<file path="config.mk">
export PLATFORM = sky130hd
export DESIGN_NAME = sh2w_cell
export DESIGN_NICKNAME = d
export VERILOG_FILES = /design/src/sv/sh2w_pkg.sv /design/src/sv/sh2w_cell.sv
export SDC_FILE = /design/constraint.sdc
export NUM_CORES = 1
export LEC_CHECK = 0
export CORE_AREA = 4 4 302 304
export DETAILED_ROUTE_END_ITERATION = 6
export DIE_AREA = 0 0 306 308
export DONT_BUFFER_PORTS = 1
export SKIP_CTS_REPAIR_TIMING = 1
export SLEW_MARGIN = 5
export SYNTH_ARGS = -nofsm -noshare
export SYNTH_HDL_FRONTEND = slang
export SYNTH_SLANG_ARGS = --single-unit
</file>
<file path="constraint.sdc">
create_clock -name clk -period 26.2 [get_ports clk]
set_input_delay 3.93 -clock clk [delete_from_list [all_inputs] [get_ports clk]]
set_output_delay 3.93 -clock clk [all_outputs]
set_load 0.01 [all_outputs]
</file>
<file path="src/sv/sh2w_pkg.sv">
// shared types, constants and round functions for the two-word siphash block
// no dependencies; used by sh2w_cell and siphash_two_word_hash
package sh2w_pkg;

  // seed constants of the hash
  localparam logic [63:0] C0 = 64'h736f_6d65_7073_6575;
  localparam logic [63:0] C1 = 64'h646f_7261_6e64_6f6d;
  localparam logic [63:0] C2 = 64'h6c79_6765_6e65_7261;
  localparam logic [63:0] C3 = 64'h7465_6462_7974_6573;

  // length word for a 16-byte message, and the finalization mark
  localparam logic [63:0] LenWord   = 64'h1000_0000_0000_0000;
  localparam logic [63:0] FinalMark = 64'h0000_0000_0000_00ff;

  // each cell runs one half of a round
  localparam int unsigned HalvesPerRound = 2;
  localparam int unsigned AbsorbRounds   = 2;
  localparam int unsigned FinalRounds    = 4;
  localparam int unsigned AbsorbCells    = AbsorbRounds * HalvesPerRound;
  localparam int unsigned EndFirst       = AbsorbCells - 1;
  localparam int unsigned EndSecond      = 2 * AbsorbCells - 1;
  localparam int unsigned EndLen         = 3 * AbsorbCells - 1;
  localparam int unsigned NumCells       = 3 * AbsorbCells + FinalRounds * HalvesPerRound;

  // configuration register indexes
  localparam int unsigned CfgIndexWidth = 8;
  localparam logic [CfgIndexWidth-1:0] RegKeyLow  = 8'd0;
  localparam logic [CfgIndexWidth-1:0] RegKeyHigh = 8'd1;

  typedef struct packed {
    logic [63:0] v0;
    logic [63:0] v1;
    logic [63:0] v2;
    logic [63:0] v3;
  } lanes_t;

  // what one cell hands to the next: lanes plus the words still to absorb
  typedef struct packed {
    lanes_t      lanes;
    logic [63:0] w0;
    logic [63:0] w1;
  } cell_t;

  function automatic logic [63:0] rotl64(input logic [63:0] x, input int unsigned n);
    rotl64 = (x << n) | (x >> (64 - n));
  endfunction

  // first half of a round: adds into lanes zero and two
  function automatic lanes_t half_a(input lanes_t s);
    lanes_t r;
    r.v0 = s.v0 + s.v1;
    r.v1 = rotl64(s.v1, 13) ^ r.v0;
    r.v0 = rotl64(r.v0, 32);
    r.v2 = s.v2 + s.v3;
    r.v3 = rotl64(s.v3, 16) ^ r.v2;
    half_a = r;
  endfunction

  // second half of a round: cross adds, lane two rotated at the end
  function automatic lanes_t half_b(input lanes_t s);
    lanes_t r;
    r.v0 = s.v0 + s.v3;
    r.v3 = rotl64(s.v3, 21) ^ r.v0;
    r.v2 = s.v2 + s.v1;
    r.v1 = rotl64(s.v1, 17) ^ r.v2;
    r.v2 = rotl64(r.v2, 32);
    half_b = r;
  endfunction

  // initial lanes from the key, with the first word already mixed into lane three
  function automatic lanes_t seed(input logic [63:0] k0, input logic [63:0] k1,
                                  input logic [63:0] m);
    lanes_t r;
    r.v0 = C0 ^ k0;
    r.v1 = C1 ^ k1;
    r.v2 = C2 ^ k0;
    r.v3 = C3 ^ k1 ^ m;
    seed = r;
  endfunction

endpackage

</file>
<file path="src/sv/sh2w_cell.sv">
// one pipeline cell: half a round plus the message mixing at absorb boundaries
// depends on sh2w_pkg
module sh2w_cell #(
  parameter int unsigned STAGE = 0
) (
  input  logic            clk,
  input  logic            rst,
  input  sh2w_pkg::cell_t in_data,
  input  logic            in_valid,
  output logic            in_ready,
  output sh2w_pkg::cell_t out_data,
  output logic            out_valid,
  input  logic            out_ready
);

  localparam bit IsSecondHalf = (STAGE % sh2w_pkg::HalvesPerRound) == 1;

  sh2w_pkg::cell_t data_next;
  sh2w_pkg::cell_t data;
  logic            valid;

  // half round, then xor in the words that close or open an absorb, and the finalization mark
  always_comb begin
    data_next = in_data;
    data_next.lanes = IsSecondHalf ? sh2w_pkg::half_b(in_data.lanes)
                                   : sh2w_pkg::half_a(in_data.lanes);
    if (STAGE == sh2w_pkg::EndFirst) begin
      data_next.lanes.v0 = data_next.lanes.v0 ^ in_data.w0;
      data_next.lanes.v3 = data_next.lanes.v3 ^ in_data.w1;
    end else if (STAGE == sh2w_pkg::EndSecond) begin
      data_next.lanes.v0 = data_next.lanes.v0 ^ in_data.w1;
      data_next.lanes.v3 = data_next.lanes.v3 ^ sh2w_pkg::LenWord;
    end else if (STAGE == sh2w_pkg::EndLen) begin
      data_next.lanes.v0 = data_next.lanes.v0 ^ sh2w_pkg::LenWord;
      data_next.lanes.v2 = data_next.lanes.v2 ^ sh2w_pkg::FinalMark;
    end
  end

  // a cell takes an item when empty or when its own item moves on
  assign in_ready = !valid || out_ready;

  always_ff @(posedge clk) begin
    if (rst) begin
      valid <= 1'b0;
    end else if (in_ready) begin
      valid <= in_valid;
    end
  end

  always_ff @(posedge clk) begin
    if (in_ready && in_valid) begin
      data <= data_next;
    end
  end

  assign out_data  = data;
  assign out_valid = valid;

endmodule

</file>
# Yosys cells after proc, flatten, opt, wreduce, memory -nomap -nowiden
# Cells that the tools add are included.
dict set report op_classes {
  addsub 2
  n_reduce_logical 3
  bitwise 5
}
# operator n
set op_table {}
lappend op_table {{$add 64x64->64} 2}
lappend op_table {{$xor 64x64->64} 2}
lappend op_table {{$or 64x13->64} 1}
lappend op_table {{$or 64x16->64} 1}
lappend op_table {{$or 64x32->64} 1}
lappend op_table {{$logic_and 1x1->1} 1}
lappend op_table {{$logic_not 1->1} 1}
lappend op_table {{$logic_or 1x1->1} 1}
dict set report totals {
  reg_bits 385
  wordCells 17
}

# Longest topological paths before layout
dict set report logic_depth {
  word_depth 3
  ltp_mapped 13
  ltp_nobuf 13
}

# Least setup slack after synthesis
# No wires, ideal clock.
dict set report synth_path {
  kind {input to register}
  startpoint {in out_ready}
  endpoint {reg data, in the netlist out_data[0] (enable)}
  path_buffers 0
  stages 2
  path_slack_ps 12554
  setup_time_ps 798
  t_arrival_ps 12848
  required_time_ps 25402
  cell_sequence {nand2b_1 > and2_1}
}
dict set report synth_via {
  elab_chain_len 2
}
# element line
set synth_rtl {}
lappend synth_rtl {{start: declaration} sh2w_cell.sv:13} ;# input logic out_ready
lappend synth_rtl {{$logic_or 1x1->1} sh2w_cell.sv:40} ;# assign in_ready = !valid || out_ready;
lappend synth_rtl {{$logic_and 1x1->1} sh2w_cell.sv:51} ;# if (in_ready && in_valid) begin
lappend synth_rtl {{end signal: assignment} sh2w_cell.sv:52} ;# data <= data_next;
lappend synth_rtl {{end: declaration} sh2w_cell.sv:19} ;# sh2w_pkg::cell_t data;
# No other way between the ends.
# A chain may end at the register's enable or synchronous reset.

# Worst setup path after layout
dict set report layout_path {
  startpoint {in out_ready}
  endpoint {out in_ready}
}
dict set report layout_via {
  elab_chain_len 1
}
# element line
set layout_rtl {}
lappend layout_rtl {{$logic_or 1x1->1} sh2w_cell.sv:40}
lappend layout_rtl {{end: declaration} sh2w_cell.sv:10} ;# output logic in_ready,
# No other way between the ends.

==> reports/metrics.yaml <==
status: "finished, final reports clean"
grt_overflow: 0
p_leak_nw: 8.55
wirelength_um: 82800
cp.buffers_inverters: 0
crit_path_top_delay_cell: "nand2b_1"
clk_latency_ps: 600
maxCapViolCount: 0
route.detailed.drc: 0
hold_viol_final: 0
arrival_ps: 4320
ant_nets: 0
worst_slack_ps: 17950
stdcell_area_sq_um: 23400
setup_viol: 0
setup_tns_ps: 0
drt_iter0_drc: 1432
ys_seq_area_share_pct: 56.1
fmax_mhz: 121
grt_usage_pct: 16.4
io_buffers: 0
worst_ir_drop_vdd_v: 0.0000690
num_rows: 109
fin_crit_sh_pct: 31.5
ioPinCount: 774
initial_core_util_pct: 23.3
synth_xor_area_share_pct: 11.4
ys.warnings.count: 0
clk_pin_slew_worst_paths_ps: 60
synth-main-ff-cell: "edfxtp_1"
fin_cells: 2866
crit_type: "in -> out"
relSlewSlack_pct: 30.3
synthArstFlopShare_pct: 0
cts_sinks: 385
critPathLaunchType: "input pin"
powerDensity_nw_per_um2: 77.7
crit_path_max_fanout: 3
slew_violations: 0
synth-simple-area-share_pct: 8.28
firstDrtPassIters: 7
ys_seq_elements: 385
wl_met1_um: 30900
place_hpwl_um: 69500
dieWidth_um: 306
drive_gt1_share_pct: 6.80
end_kind: "output pin"
cts_tree: "done"
h-tree-depth: 2
cp_top_family: "simple AND/OR/NAND/NOR gates"
grt_pass1_wl_um: 112000
period_minus_slack_ps: 8250
avgSynthCellArea_sq_um: 12.4
area_growth_pct: 13.7
fp.dieH_um: 308
gp_congestion: 0.919
core-area_sq_um: 88200
dieArea_sq_um: 94200
placed_area_sq_um: 21900
synth_compound_area_share_pct: 14.7
worst_pin_slew_ps: 1050
dr_wl_met3_um: 10700
synth_edf_count: 384
synth_fp_nets: 2175
wl_met2_um: 39100
ys_types: 86
wire_per_inst_um: 28.9
clock_path_buffers: 3
crit_chain: "nand2b_1"
cts_root_buf: "clkbuf_16"
cts_made_buffers: 45
nets: 2171
vias_per_cell: 5.03
syn_inst: 1659
crit_required_ps: 22270
num_vias: 14414
hold_slack_ps: 894
cpPeakStageDelay_ps: 380
pre_cts_slack_ps: 17920
postLayoutCoreUtil_pct: 26.5
highest_layer: "met5"
first_global_vias: 13978
synth_top_family_by_area: "compound AO/OA/AOI/OAI gates"
total_power_mw: 1.82
synthesis.area_sq_um: 20600
synth_fa_ha_area_share_pct: 7.85
grt_max_degree: 77
rsz0062_at_grt: "no"
hold_path_class: "reg -> reg"
synth_mux_area_share_pct: 0
clock-skew-final_ps: 18.5
antenna_found_initial: 21
post-place-cells: 2773
==> per-layer routing <==
| metal | GRT usage (%) | up-vias |
|---|---|---|
| li1 | - | 6269 |
| met1 | 19.2 | 7154 |
| met2 | 27.0 | 875 |
| met3 | 8.21 | 104 |
| met4 | 4.21 | 12 |
| met5 | 0 | - |
==> synth_stat cells (6+ instances only) <==
cell / n / share of area (%)
or3_1: 7 / 0.21
xnor2_1: 78 / 3.3
ha_1: 126 / 7.7
nand3_1: 23 / 0.56
inv_1: 32 / 0.58
a21o_1: 79 / 2.9
and2_1: 11 / 0.33
a211oi_1: 7 / 0.26
nand4_1: 41 / 1.2
clkbuf_1: 53 / 0.97
nor3_1: 18 / 0.44
nor4_1: 8 / 0.24
o21ai_0: 49 / 1.2
edfxtp_1: 384 / 56
o21bai_1: 23 / 0.84
o21ai_1: 25 / 0.61
nor2b_1: 13 / 0.39
and3_1: 15 / 0.46
nor2_1: 78 / 1.4
nand2b_1: 11 / 0.33
o211ai_1: 10 / 0.36
xor2_1: 160 / 6.8
nand2_1: 105 / 1.9
a21oi_1: 156 / 3.8
a31oi_1: 11 / 0.33
o21a_1: 22 / 0.80
xnor3_1: 6 / 0.66
==> layout make-up <==
type	count	area (sq um)
antenna	9	22.5
clock buffer	51	1150
clock inverter	33	359
fill	9043	64800
inverter	32	120
multi-input combinational	1186	8710
sequential	385	11600
tap	1165	1460
timing repair buffer	5	37.5
==> path summary, 6_finish.rpt <==
kind	startpoint	end	slack, ps	cells after the start
hold reg to reg	out_valid	out_valid	890	2
setup / recovery	out_ready	in_ready	17950	1
hold / removal	out_valid	out_valid	890	2
setup reg to reg	out_valid	out_data[353]	21960	5
==> sequential cells by signal, indices dropped and copies added (netlist names) <==
| signal | count |
|---|---|
| out_valid | 1 |
| out_data | 384 |
==> power by group <==
group / switching, mW / internal [mW] / leakage, nW / total [mW]
Combinational: 0.208 / 0.111 / 4.11 / 0.319
Clock: 0.270 / 0.361 / 0.719 / 0.632
Sequential: 0.0814 / 0.788 / 3.72 / 0.869
Total: 0.559 / 1.26 / 8.55 / 1.82
==> logic make-up (layout without fill, tap and decap cells) <==
logic type / Yosys count / after routing
AOI/OAI and AO/OA: 458 / 458
DFF: 385 / 385
and+or+nand+nor: 349 / 349
xor gates and xnor gates: 251 / 251
adders and majority gates: 128 / 128
buffers and inverters: 88 / 121
other: 0 / 9
==> layout by cell type (no fill, tap or decap), types with 41 or more instances in the layout <==
cell and n:
nand4_1 41, a21o_1 79, xor2_1 160, clkbuf_16 45, o21ai_0 49, ha_1 126, a21oi_1 156, edfxtp_1 384
xnor2_1 78, nand2_1 105, nor2_1 78
Power figures use the tool's default switching activity.
